## config.mk

```make
export PLATFORM = sky130hd
export DESIGN_NAME = base64_stream_decoder_flat
export DESIGN_NICKNAME = d
export VERILOG_FILES = /design/src/hdl/b64d_pkg.sv /design/src/hdl/b64d_if.sv /design/src/hdl/b64d_front.sv /design/src/hdl/b64d_queue.sv /design/src/hdl/b64d_back.sv /design/src/hdl/base64_stream_decoder.sv /design/src/flat_wrapper.sv
export SDC_FILE = /design/constraint.sdc
export NUM_CORES = 1
export LEC_CHECK = 0
export BUFFER_PORTS_ARGS = -buffer_cell sky130_fd_sc_hd__buf_2
export CELL_PAD_IN_SITES_DETAIL_PLACEMENT = 1
export CELL_PAD_IN_SITES_GLOBAL_PLACEMENT = 1
export CORE_ASPECT_RATIO = 1.1
export CORE_MARGIN = 1
export CORE_UTILIZATION = 35
export CTS_BUF_LIST = sky130_fd_sc_hd__clkbuf_16
export DETAILED_ROUTE_END_ITERATION = 10
export MAX_ROUTING_LAYER = met4
export PLACE_DENSITY_LB_ADDON = 0.1
export RECOVER_POWER = 50
export SYNTH_ARGS = -nofsm -noshare
export SYNTH_HDL_FRONTEND = slang
export SYNTH_SLANG_ARGS = --single-unit
```

## constraint.sdc

```tcl
create_clock -name clk -period 6.2 [get_ports clk]
set_clock_uncertainty 0.15 [all_clocks]
set_input_delay 1.24 -clock clk [delete_from_list [all_inputs] [get_ports clk]]
set_output_delay 1.24 -clock clk [all_outputs]
set_load 0.02 [all_outputs]
```

## src/hdl/b64d_pkg.sv

```systemverilog
// Shared types, codes and the character classifier for the base64 stream decoder.
package b64d_pkg;

	// Classifier results: 0..63 are alphabet values, the rest are markers
	localparam logic [8:0] SYM_IGNORE = 9'h100;
	localparam logic [8:0] SYM_BAD    = 9'h101;
	localparam logic [8:0] SYM_PAD    = 9'h102;
	localparam logic [7:0] BYTE_MASK  = 8'hff;

	// End-of-message status codes
	localparam logic [2:0] ST_OK         = 3'd0;
	localparam logic [2:0] ST_HIGH_CODE  = 3'd1;
	localparam logic [2:0] ST_BAD_CHAR   = 3'd2;
	localparam logic [2:0] ST_AFTER_END  = 3'd3;
	localparam logic [2:0] ST_EARLY_PAD  = 3'd4;
	localparam logic [2:0] ST_AFTER_PAD  = 3'd5;
	localparam logic [2:0] ST_INCOMPLETE = 3'd6;

	// Result kinds
	localparam logic KIND_DATA   = 1'b0;
	localparam logic KIND_STATUS = 1'b1;

	typedef struct packed {
		logic [7:0] char_code;
		logic       end_of_text;
	} b64d_char_t;

	typedef struct packed {
		logic       result_kind;
		logic [7:0] data_byte;
		logic [2:0] status_code;
		logic       run_last;
	} b64d_result_t;

	// One queue entry: everything one input word leaves for the output side
	typedef struct packed {
		logic [1:0]  n_data;
		logic [23:0] group;
		logic        has_status;
		logic [2:0]  status;
	} b64d_job_t;

	// Queue status seen by both sides
	typedef struct packed {
		logic full;
		logic empty;
	} b64d_q_stat_t;

	function automatic logic [8:0] b64d_classify(input logic [7:0] c);
		logic [8:0] sym;
		sym = SYM_BAD;
		case (c) inside
			[8'd65:8'd90]:  sym = {1'b0, c - 8'd65};
			[8'd97:8'd122]: sym = {1'b0, c - 8'd71};
			[8'd48:8'd57]:  sym = {1'b0, c + 8'd4};
			8'd43:          sym = 9'd62;
			8'd47:          sym = 9'd63;
			8'd61:          sym = SYM_PAD;
			8'd10, 8'd13:   sym = SYM_IGNORE;
			default:        sym = SYM_BAD;
		endcase
		return sym;
	endfunction

endpackage

```

## src/hdl/b64d_if.sv

```systemverilog
// Valid/ready stream interfaces for the character and result channels.
interface b64d_char_if import b64d_pkg::*; ();
	logic       valid;
	logic       ready;
	b64d_char_t payload;

	modport source (output valid, output payload, input ready);
	modport sink (input valid, input payload, output ready);
endinterface

interface b64d_result_if import b64d_pkg::*; ();
	logic         valid;
	logic         ready;
	b64d_result_t payload;

	modport source (output valid, output payload, input ready);
	modport sink (input valid, input payload, output ready);
endinterface

```

## src/hdl/b64d_front.sv

```systemverilog
// Front end: accepts characters, tracks group and error state, queues output jobs.
module b64d_front import b64d_pkg::*; (
	input  logic         clk,
	input  logic         arst_n,
	input  logic         in_valid,
	output logic         in_ready,
	input  b64d_char_t   in_word,
	input  b64d_q_stat_t q_stat,
	output logic         push,
	output b64d_job_t    job
);

	logic [23:0] grp_q, grp_n, grp_shift;
	logic [1:0]  sym_q, sym_n;
	logic [1:0]  pad_q, pad_n, pad_inc;
	logic        done_q, done_n;
	logic [2:0]  err_q, err_n;
	logic [8:0]  cls;
	logic        is_pad;
	logic        accept;
	logic [1:0]  n_data;

	assign in_ready = !q_stat.full;
	assign accept   = in_valid && in_ready;

	assign cls       = b64d_classify(in_word.char_code);
	assign is_pad    = (cls == SYM_PAD);
	assign grp_shift = {grp_q[17:0], (is_pad ? 6'd0 : cls[5:0])};
	assign pad_inc   = pad_q + {1'b0, is_pad};

	// Next decode state for the word on the input
	always_comb begin
		grp_n  = grp_q;
		sym_n  = sym_q;
		pad_n  = pad_q;
		done_n = done_q;
		err_n  = err_q;
		n_data = 2'd0;
		if (err_q == ST_OK) begin
			if (in_word.char_code[7]) begin
				err_n = ST_HIGH_CODE;
			end else if (cls == SYM_IGNORE) begin
				err_n = ST_OK;
			end else if (done_q) begin
				err_n = ST_AFTER_END;
			end else if (cls == SYM_BAD) begin
				err_n = ST_BAD_CHAR;
			end else if (is_pad && pad_q == 2'd0 && sym_q < 2'd2) begin
				err_n = ST_EARLY_PAD;
			end else if (!is_pad && pad_q != 2'd0) begin
				err_n = ST_AFTER_PAD;
			end else if (sym_q == 2'd3) begin
				// group complete: padding trims the byte count and ends the message
				case (pad_inc)
					2'd0:    n_data = 2'd3;
					2'd1:    n_data = 2'd2;
					default: n_data = 2'd1;
				endcase
				done_n = (pad_inc != 2'd0);
				sym_n  = 2'd0;
				pad_n  = 2'd0;
				grp_n  = 24'd0;
			end else begin
				sym_n = sym_q + 2'd1;
				pad_n = pad_inc;
				grp_n = grp_shift;
			end
		end
	end

	// Job for the back end: data bytes and, at end of text, the status
	always_comb begin
		job.n_data     = n_data;
		job.group      = grp_shift;
		job.has_status = in_word.end_of_text;
		job.status     = (err_n == ST_OK && sym_n != 2'd0) ? ST_INCOMPLETE : err_n;
	end

	assign push = accept && (n_data != 2'd0 || in_word.end_of_text);

	// Decode state; end of text clears everything
	always_ff @(posedge clk or negedge arst_n) begin
		if (!arst_n) begin
			grp_q  <= 24'd0;
			sym_q  <= 2'd0;
			pad_q  <= 2'd0;
			done_q <= 1'b0;
			err_q  <= ST_OK;
		end else if (accept) begin
			if (in_word.end_of_text) begin
				grp_q  <= 24'd0;
				sym_q  <= 2'd0;
				pad_q  <= 2'd0;
				done_q <= 1'b0;
				err_q  <= ST_OK;
			end else begin
				grp_q  <= grp_n;
				sym_q  <= sym_n;
				pad_q  <= pad_n;
				done_q <= done_n;
				err_q  <= err_n;
			end
		end
	end

	a_eot_clears: assert property (@(posedge clk) disable iff (!arst_n)
		(accept && in_word.end_of_text) |=> (sym_q == 2'd0 && pad_q == 2'd0
			&& !done_q && err_q == ST_OK))
		else $error("state not cleared after end of text");

	a_err_sticky: assert property (@(posedge clk) disable iff (!arst_n)
		(err_q != ST_OK && !(accept && in_word.end_of_text)) |=> (err_q == $past(err_q)))
		else $error("error code changed before end of text");

	a_pad_range: assert property (@(posedge clk) disable iff (!arst_n)
		(pad_q != 2'd3) && !(pad_q != 2'd0 && sym_q < 2'd3 && sym_q < 2'd2 && pad_q > sym_q))
		else $error("pad count out of range");

endmodule

```

## src/hdl/b64d_queue.sv

```systemverilog
// Small job queue between the front and back ends.
module b64d_queue import b64d_pkg::*; #(
	parameter int DEPTH = 4
) (
	input  logic         clk,
	input  logic         arst_n,
	input  logic         push,
	input  b64d_job_t    push_job,
	input  logic         pop,
	output b64d_job_t    head_job,
	output b64d_q_stat_t q_stat
);

	localparam int PW = (DEPTH > 1) ? $clog2(DEPTH) : 1;
	localparam int CW = $clog2(DEPTH + 1);
	localparam logic [PW-1:0] LAST_PTR = PW'(DEPTH - 1);
	localparam logic [CW-1:0] FULL_CNT = CW'(DEPTH);
	localparam logic [PW-1:0] PTR_ONE  = PW'(1);
	localparam logic [CW-1:0] CNT_ONE  = CW'(1);

	b64d_job_t       mem_q [DEPTH];
	logic [PW-1:0]   wr_ptr_q, rd_ptr_q;
	logic [CW-1:0]   count_q;

	assign q_stat.full  = (count_q == FULL_CNT);
	assign q_stat.empty = (count_q == '0);
	assign head_job     = mem_q[rd_ptr_q];

	// Entry storage
	always_ff @(posedge clk) begin
		if (push) begin
			mem_q[wr_ptr_q] <= push_job;
		end
	end

	// Pointers and fill count
	always_ff @(posedge clk or negedge arst_n) begin
		if (!arst_n) begin
			wr_ptr_q <= '0;
			rd_ptr_q <= '0;
			count_q  <= '0;
		end else begin
			if (push) begin
				wr_ptr_q <= (wr_ptr_q == LAST_PTR) ? '0 : wr_ptr_q + PTR_ONE;
			end
			if (pop) begin
				rd_ptr_q <= (rd_ptr_q == LAST_PTR) ? '0 : rd_ptr_q + PTR_ONE;
			end
			if (push && !pop) begin
				count_q <= count_q + CNT_ONE;
			end else if (pop && !push) begin
				count_q <= count_q - CNT_ONE;
			end
		end
	end

	a_no_overrun: assert property (@(posedge clk) disable iff (!arst_n)
		(count_q <= FULL_CNT) && !(push && q_stat.full && !pop) && !(pop && q_stat.empty))
		else $error("queue overrun or underrun");

endmodule

```

## src/hdl/b64d_back.sv

```systemverilog
// Back end: expands queued jobs into result words through an output register.
module b64d_back import b64d_pkg::*; (
	input  logic         clk,
	input  logic         arst_n,
	input  b64d_q_stat_t q_stat,
	input  b64d_job_t    head_job,
	output logic         pop,
	output logic         out_valid,
	input  logic         out_ready,
	output b64d_result_t out_word
);

	logic [1:0]   idx_q;
	logic         out_valid_q;
	b64d_result_t out_q;
	logic [2:0]   total;
	logic         last;
	logic         load;
	logic         is_data;
	logic [7:0]   sel_byte;
	b64d_result_t res;

	assign total   = {1'b0, head_job.n_data} + {2'b0, head_job.has_status};
	assign last    = ({1'b0, idx_q} + 3'd1) == total;
	assign is_data = idx_q < head_job.n_data;
	assign load    = !q_stat.empty && (!out_valid_q || out_ready);
	assign pop     = load && last;

	// Byte of the group for this result, most significant first
	always_comb begin
		case (idx_q)
			2'd0:    sel_byte = head_job.group[23:16];
			2'd1:    sel_byte = head_job.group[15:8];
			default: sel_byte = head_job.group[7:0];
		endcase
	end

	always_comb begin
		res.result_kind = is_data ? KIND_DATA : KIND_STATUS;
		res.data_byte   = is_data ? (sel_byte & BYTE_MASK) : 8'd0;
		res.status_code = is_data ? ST_OK : head_job.status;
		res.run_last    = last;
	end

	// Output register and position within the current job
	always_ff @(posedge clk or negedge arst_n) begin
		if (!arst_n) begin
			idx_q       <= 2'd0;
			out_valid_q <= 1'b0;
		end else if (load) begin
			idx_q       <= last ? 2'd0 : idx_q + 2'd1;
			out_valid_q <= 1'b1;
		end else if (out_ready) begin
			out_valid_q <= 1'b0;
		end
	end

	always_ff @(posedge clk) begin
		if (load) begin
			out_q <= res;
		end
	end

	assign out_valid = out_valid_q;
	assign out_word  = out_q;

	a_status_last: assert property (@(posedge clk) disable iff (!arst_n)
		(out_valid_q && out_q.result_kind == KIND_STATUS) |->
			(out_q.run_last && out_q.data_byte == 8'd0))
		else $error("status word not last or carries data");

	a_idx_reset: assert property (@(posedge clk) disable iff (!arst_n)
		pop |=> (idx_q == 2'd0))
		else $error("job index not rewound after pop");

endmodule

```

## src/hdl/base64_stream_decoder.sv

```systemverilog
// Top level of the streaming base64 decoder.
//
// chars:   one text character per word (char_code, end_of_text).
// results: data bytes (result_kind 0) and one status word per message
//          (result_kind 1, status_code); run_last marks the final result of
//          the character that caused it.
// A character is taken every cycle while the job queue has room. Its results
// pass through the job queue and then the output register, one result per
// cycle while results.ready is high. A completed group gives up to three
// results, an end-of-text character up to four, so the output register and
// the one-word-per-cycle result port set the sustained rate: one character
// per cycle while results are drained.
// Line feed and carriage return and characters that finish no group give no
// result unless they end the text.
// When results.ready is low the output register holds its word; the front end
// keeps accepting until QUEUE_DEPTH jobs wait, then drops chars.ready.
// Reset clears the decode state, the queue and the output valid at once.
module base64_stream_decoder import b64d_pkg::*; #(
	parameter int QUEUE_DEPTH = 4
) (
	input  logic          clk,
	input  logic          arst_n,
	b64d_char_if.sink     chars,
	b64d_result_if.source results
);

	b64d_q_stat_t q_stat;
	b64d_job_t    push_job;
	b64d_job_t    head_job;
	logic         push;
	logic         pop;

	b64d_front u_front (
		.clk      (clk),
		.arst_n   (arst_n),
		.in_valid (chars.valid),
		.in_ready (chars.ready),
		.in_word  (chars.payload),
		.q_stat   (q_stat),
		.push     (push),
		.job      (push_job)
	);

	b64d_queue #(
		.DEPTH (QUEUE_DEPTH)
	) u_queue (
		.clk      (clk),
		.arst_n   (arst_n),
		.push     (push),
		.push_job (push_job),
		.pop      (pop),
		.head_job (head_job),
		.q_stat   (q_stat)
	);

	b64d_back u_back (
		.clk       (clk),
		.arst_n    (arst_n),
		.q_stat    (q_stat),
		.head_job  (head_job),
		.pop       (pop),
		.out_valid (results.valid),
		.out_ready (results.ready),
		.out_word  (results.payload)
	);

endmodule
```

## src/flat_wrapper.sv

```systemverilog
// flat-port wrapper written by rule: the top's interface ports become plain ports
module base64_stream_decoder_flat import b64d_pkg::*;
#(
	parameter int QUEUE_DEPTH = 4
)
  (clk, arst_n, chars_valid, chars_payload, chars_ready, results_valid, results_payload, results_ready);
  b64d_char_if chars_i ();
  b64d_result_if results_i ();
  input  logic clk;
  input  logic arst_n;
  input wire logic [$bits(chars_i.valid)-1:0] chars_valid;
  input wire logic [$bits(chars_i.payload)-1:0] chars_payload;
  output wire logic [$bits(chars_i.ready)-1:0] chars_ready;
  output wire logic [$bits(results_i.valid)-1:0] results_valid;
  output wire logic [$bits(results_i.payload)-1:0] results_payload;
  input wire logic [$bits(results_i.ready)-1:0] results_ready;
  assign chars_i.valid = chars_valid;
  assign chars_i.payload = chars_payload;
  assign chars_ready = chars_i.ready;
  assign results_valid = results_i.valid;
  assign results_payload = results_i.payload;
  assign results_i.ready = results_ready;
  base64_stream_decoder #(.QUEUE_DEPTH(QUEUE_DEPTH)) u_core (.clk(clk), .arst_n(arst_n), .chars(chars_i), .results(results_i));
endmodule
```

Word-level counts from Yosys, hierarchy flattened --
Memories as Yosys holds them, arrays and structs flattened. Cells that the tools add are included.
Word-level totals: flip-flop bits (word level) 49, bits in writable memories 120, input bits 13, output and inout port bits 15, logic and storage cells 166, memories kept 1
Operators by class: add/subtract/negate cells 12, order comparisons 8, equality and inequality tests 21, muxes and demuxes 73, reduce and logical (&&, ||, !) cells 37
Memory list:
- u_core.u_queue.mem_q | words 4, width 30, rd ports 1, clocked after memory_dff 0, wr ports 1, RTL line b64d_queue.sv:21 | b64d_job_t mem_q [DEPTH];
Operators with widths (count):
- two-way mux 18 bit | 9
- two-way mux 2 bit | 30
- two-way mux 9 bit | 5
- two-way mux 3 bit | 11
- == test 9 bit (second input constant) | 3
- == test 8 x 6 -> 1 bit (second input constant) | 3
- == test 8 x 4 -> 1 bit (second input constant) | 2
- >= comparator 8 x 7 -> 1 bit (second input constant) | 2
- less-or-equal comparator 8 x 7 -> 1 bit (second input constant) | 2
- one-hot mux 8 bit (2 select lines) | 1
- subtractor 8 x 7 -> 8 bit (second input constant) | 2
- two-way mux 1 bit | 15
- nonzero test 2 bit | 7
- logical AND 1 bit | 13
- inequality test 2 bit (second input constant) | 6
- logical NOT 3 bit | 3
- adder 2 x 1 -> 2 bit (second input constant) | 4
- adder 8 x 3 -> 8 bit (second input constant) | 1
- >= comparator 8 x 6 -> 1 bit (second input constant) | 1
- less-or-equal comparator 8 x 6 -> 1 bit (second input constant) | 1
- AND reduction 8 bit | 1
- == test 2 bit (second input constant) | 3
- logical NOT 1 bit | 6
- logical NOT 2 bit | 3
- other kinds (15) | 17

Logic depth before layout (Yosys ltp) --
depth after elaboration 28, gate-level depth with buffers 16, mapped depth without buffers 15

By module --
A second synthesis with hierarchy kept.
Second synthesis, totals: cells, all modules 512, area total of the unflattened synthesis 7654.8 um2
Modules (own cells, without submodules):
- b64d_queue | instances 1, cells an instance 194, area each 4785.8 um2
- b64d_front | instances 1, cells an instance 248, area each 2016.9 um2
- b64d_back | instances 1, cells an instance 70, area each 852.1 um2

Worst setup path before layout --
No wires, ideal clock.
path type input port to flip-flop, start input chars_payload[3], end memory u_core.u_queue.mem_q[0][0] (netlist name) (enable), arrival 3.900 ns, required time 5.660 ns, path slack 1.761 ns, stages 11, cells stage by stage buf_2 > inv_1 > ha_1 > a21oi_1 > nor3_1 > nor3_2 > a221oi_2 > nor3_2 > a211o_2 > a21oi_4 > and2_1
On the way: word-level cells in the longest chain between the ends 26, elaborated cells between the ends (all ways) 49, those cells by class add/sub: 4; order compare: 6; eq/ne: 9; mux: 18; reduce/logical: 12
RTL lines:
- start: declaration | RTL line flat_wrapper.sv:12 | input wire logic [$bits(chars_i.payload)-1:0] chars_payload;
- == test 8 x 4 -> 1 bit | RTL line b64d_front.sv:26 | assign cls = b64d_classify(in_word.char_code);
- OR reduction 2 bit | RTL line b64d_pkg.sv:52 | case (c) inside
- two-way mux 1 bit | RTL line b64d_pkg.sv:52
- two-way mux 2 bit | RTL line b64d_pkg.sv:52
- two-way mux 9 bit (4 in series) | RTL line b64d_pkg.sv:52
- two-way mux 9 bit (*) | RTL line b64d_pkg.sv:52
- == test 9 bit | RTL line b64d_front.sv:27 | assign is_pad = (cls == SYM_PAD);
- adder 2 x 1 -> 2 bit | RTL line b64d_front.sv:29 | assign pad_inc = pad_q + {1'b0, is_pad};
- (+8 left out)
- two-way mux 2 bit (*) | RTL line b64d_front.sv:40 | if (in_word.char_code[7]) begin
- two-way mux 2 bit (*) | RTL line b64d_front.sv:39 | if (err_q == ST_OK) begin
- nonzero test 2 bit (*) | RTL line b64d_front.sv:79 | assign push = accept && (n_data != 2'd0 || in_word.end_of_text);
- logical OR 1 bit (*) | RTL line b64d_front.sv:79
- logical AND 1 bit (*) | RTL line b64d_front.sv:79
- net u_core.push | RTL line base64_stream_decoder.sv:30 | logic push;
- two-way mux 1 bit (*) | RTL line b64d_queue.sv:31 | if (push) begin
- two-way mux 1 bit (implied by the code) (*) | RTL line b64d_queue.sv:32 | mem_q[wr_ptr_q] <= push_job;
- end: declaration | RTL line b64d_queue.sv:21
The timed path passes the listed nets; every way through them passes the cells marked *.

Worst setup path after layout --
start input chars_payload[3], end register u_core.u_queue.count_q[2]
On the way: word-level cells in the longest chain between the ends 27, elaborated cells between the ends (all ways) 52, those cells by class add/sub: 4; order compare: 6; eq/ne: 9; mux: 17; reduce/logical: 16
RTL lines:
- == test 8 x 4 -> 1 bit | RTL line b64d_front.sv:26
- OR reduction 2 bit | RTL line b64d_pkg.sv:52
- two-way mux 1 bit | RTL line b64d_pkg.sv:52
- two-way mux 2 bit | RTL line b64d_pkg.sv:52
- two-way mux 9 bit (4 in series) | RTL line b64d_pkg.sv:52
- two-way mux 9 bit (*) | RTL line b64d_pkg.sv:52
- == test 9 bit | RTL line b64d_front.sv:27
- adder 2 x 1 -> 2 bit | RTL line b64d_front.sv:29
- (+9 left out)
- two-way mux 2 bit (*) | RTL line b64d_front.sv:39
- nonzero test 2 bit (*) | RTL line b64d_front.sv:79
- logical OR 1 bit (*) | RTL line b64d_front.sv:79
- logical AND 1 bit (*) | RTL line b64d_front.sv:79
- net u_core.push | RTL line base64_stream_decoder.sv:30
- logical NOT 1 bit | RTL line b64d_queue.sv:51 | end else if (pop && !push) begin
- logical AND 1 bit | RTL line b64d_queue.sv:51
- nonzero test 2 bit (no source line)
- end signal: assignment | RTL line b64d_queue.sv:50 | count_q <= count_q + CNT_ONE;
- end signal: assignment | RTL line b64d_queue.sv:52 | count_q <= count_q - CNT_ONE;
- end: declaration | RTL line b64d_queue.sv:23 | logic [CW-1:0] count_q;
Marked as above. A chain may end at the register's enable or synchronous reset.

==> flow_summary_export.csv <==
group,metric,value,unit
cts,cts_made_buffers,17,
yosys,ys_async_sr_fraction,21.3,%
yosys,ys_top_cells_by_count,"133 x edfxtp_1, 50 x nand2_1, 36 x dfrtp_1",
setup_path,rrSetupSlack,1.82,ns
detailed_routing,vias,4480,
detailed_routing,wl,17300,um
yosys,syn_area,7620,um^2
die,dieArea,22400,um^2
setup_path,slowest_delay,0.69,ns
detailed_routing,first_iter_violations,214,
sta,slew_headroom,-58.3,%
finish,num_antenna_cells,0,
setup_path,end_kind,"flip-flop",
setup_path,worstSetupPathType,"in2reg",
finish,fin_nets,589,
place,portBuffers,27,
power_and_ir_drop,vdd_drop_max,188,uV
global_routing,grt_max_degree,39,
yosys,synth_area_leaders,"edfxtp_1 52%, dfrtp_1 12%, mux4_2 8.9%, ha_1 3.6%, nand2_1 2.5%",
die,fp.dieH,157,um
global_routing,grt_pass1_wl,27800,um
sta,fmax,0.204,GHz
sta,setup_viol,0,
yosys,yosysTopAreaCell,"edfxtp_1",
yosys,ys_types,69,
die,die_width,143,um
die,rows,56,
sta,tightestPinTransition,2.37,ns
sta,hold_viol,0,
global_routing,grt_pass1_vias,4800,
yosys,synth.ff_latch_count,169,
cts,tritoncts,"done",
setup_path,crit_fanout,10,
outcome,status,"finished with violations",
yosys,synth_ff_type,"edfxtp_1",
setup_path,r2r-end,"u_core.u_queue.count_q[1]",
setup_path,r2r_start,"u_core.u_queue.rd_ptr_q[0]",
yosys,yosys.area.top_type_share,52.4,%
detailed_routing,routed_via_density,5.23,
die,start_util,35.8,%
die,ios,28,
cts,cts-hold-fix-buffers,0,
global_routing,antenna_found_initial,0,
sta,holdWs,0.344,ns
cts,cts_buffer_depth,2,
setup_path,path_cells,"clkbuf_1, inv_1, ha_1, nor2b_1, o21a_1, o21ai_0, o21ai_1, a211o_2, a21oi_4, ha_1, inv_1, fa_1, xor2_1, nor2_1, xor2_1",
cts,path_clk_slew,0.07,ns
finish,seq_area,4890,um^2
finish,fin_util,40.2,%
place,place_hpwl,11300,um
global_routing,grt_overflow,0,
flow_run,maxCapViolations,1,
finish,multiInputGateArea,2510,um^2
global_routing,track_usage,17.5,%
detailed_routing,drc,0,
setup_path,r2r_cells,10,
sta,finalCritPeriodShare,79.1,%
cts,cts_root_buf,"clkbuf_16",
power_and_ir_drop,power.total,3.60,mW
yosys,yosysWarnings,0,
die,core_area,21300,um^2
setup_path,slowest_stage,"o21ai_0",
min_path,hold_path_class,"reg2reg",
outcome,violations,"max-capacitance violations, max-slew violations",
setup_path,cp-endpoint,"u_core.u_queue.count_q[2]",
setup_path,critPathLaunch,"chars_payload[3]",
setup_path,required,6.40,ns
cts,post_cts_buffers,0,
detailed_routing,antenna_left,0,
yosys,synth_fp_nets,558,
yosys,ys_seq_area_share,64.2,%
power_and_ir_drop,p_leak,3.01,nW
yosys,synth_edf_count,133,
setup_path,critPathLaunchType,"input pin",
cts,clock-sinks,169,
setup_path,critPathArrivalTime,5.11,ns
place,gp_congestion,0.846,
finish,area_delta_synth_final,12.5,%
power_and_ir_drop,power_density,420,nW/um^2
sta,grt_setup_unrepaired,"false",
detailed_routing,wire_per_inst,20.3,um
finish,fillCellCount,2238,
sta,fin_crit,4.91,ns
yosys,synthCells,522,
yosys,synth.most_common_cell,"edfxtp_1",
finish,drive_gt1_share,16.8,%
cts,cts_max_level,4,
sta,fin_setup_tns,0,ns
sta,slew_viol_final,37,
cts,insertion_delay,0.43,ns
detailed_routing,drt-pass1-iter-count,4,
yosys,avgSynthCellArea,14.6,um^2
cts,cts_resized,0,
[critical path: cells and delay by family]
family | cells | cell delay, ns
AOI/OAI and AO/OA | 5 | 1.77
xor gates and xnor gates | 2 | 0.32
adders and majority gates | 3 | 0.96
buffers and inverters | 3 | 0.50
and+or+nand+nor | 2 | 0.32
[per-layer routing]
layer / vias up / global-route usage [%] / routed length [um]
met5: - / - / 0
met4: 0 / 5.84 / 280
met3: 29 / 3.21 / 495
met2: 77 / 28.3 / 8500
met1: 2308 / 22.0 / 8060
li1: 2066 / - / -
[where the power goes]
part | switching [mW] | total [mW] | internal (mW)
Combinational | 0.606 | 1.02 | 0.415
Clock | 0.442 | 0.994 | 0.552
Sequential | 0.132 | 1.59 | 1.45
[registers in the layout, indices dropped and copies added, names as in the netlist]
name                     flops
u_core.u_back.idx_q          2
u_core.u_back.out_valid      1
u_core.u_back.out_word      13
u_core.u_front.done_q        1
u_core.u_front.err_q         3
u_core.u_front.grp_q        18
u_core.u_front.pad_q         2
u_core.u_front.sym_q         2
u_core.u_queue.count_q       3
u_core.u_queue.mem_q       120
u_core.u_queue.rd_ptr_q      2
u_core.u_queue.wr_ptr_q      2
[kinds of logic (layout without fill, tap and decap cells)]
family                   count (synthesis)  in the layout  share of synthesized area [%]
XOR/XNOR                                12             12                           1.38
adder cells (fa/ha/maj)                 23             23                           3.88
AO/OA/AOI/OAI                           94             94                           8.47
AND/OR/NAND/NOR                        145            145                           9.69
buffers and inverters                   44             88                           2.74
multiplexers                            35             35                           9.59
flip-flops                             169            169                           64.2
[layout make-up]
cell class                 count  area share, %
clock buffer                  17           4.96
clock inverter                15           1.52
inverter                      21          0.920
multi-input combinational    309           29.3
sequential                   169           57.1
tap                          290           4.23
timing repair buffer          35           1.96
[worst min path at each step]
stage	start	end	slack (ns)	depth (start not counted)
floorplan	u_core.u_queue.count_q[2]	u_core.u_queue.count_q[2]	0.31	1
global placement	u_core.u_queue.count_q[2]	u_core.u_queue.count_q[2]	0.33	1
detailed placement	u_core.u_queue.count_q[2]	u_core.u_queue.count_q[2]	0.34	1
CTS	u_core.u_queue.count_q[2]	u_core.u_queue.count_q[2]	0.35	1
global route	u_core.u_queue.count_q[2]	u_core.u_queue.count_q[2]	0.38	1
finish	u_core.u_back.out_valid	u_core.u_back.out_valid	0.34	2
[cells in the final DEF, fill, tap and decap left out, types with 4 or more instances in the layout]
| cell | count |
|---|---|
| nor2_1 | 24 |
| xor2_1 | 5 |
| buf_2 | 8 |
| nand3b_1 | 4 |
| o21ai_1 | 22 |
| nand3_1 | 24 |
| dfrtp_1 | 36 |
| edfxtp_1 | 133 |
| nor3_1 | 10 |
| mux4_2 | 30 |
| clkinvlp_4 | 5 |
| xnor2_1 | 7 |
| clkbuf_16 | 17 |
| a31oi_1 | 5 |
| nand2_1 | 50 |
| inv_1 | 21 |
| and2_1 | 7 |
| clkbuf_1 | 20 |
| o21ai_0 | 8 |
| a21oi_1 | 18 |
| buf_4 | 7 |
| ha_1 | 22 |
| a22oi_1 | 8 |
[metrics by stage]
step	setup WS, ns	std cells	cell area (um^2)
after floorplan	1.76	522	7620
after global placement	1.42	824	8050
after detailed placement	1.27	824	8050
after CTS	1.70	856	8610
after global routing	1.01	856	8570
final	1.29	856	8570
(Power assumes the default switching activity.)
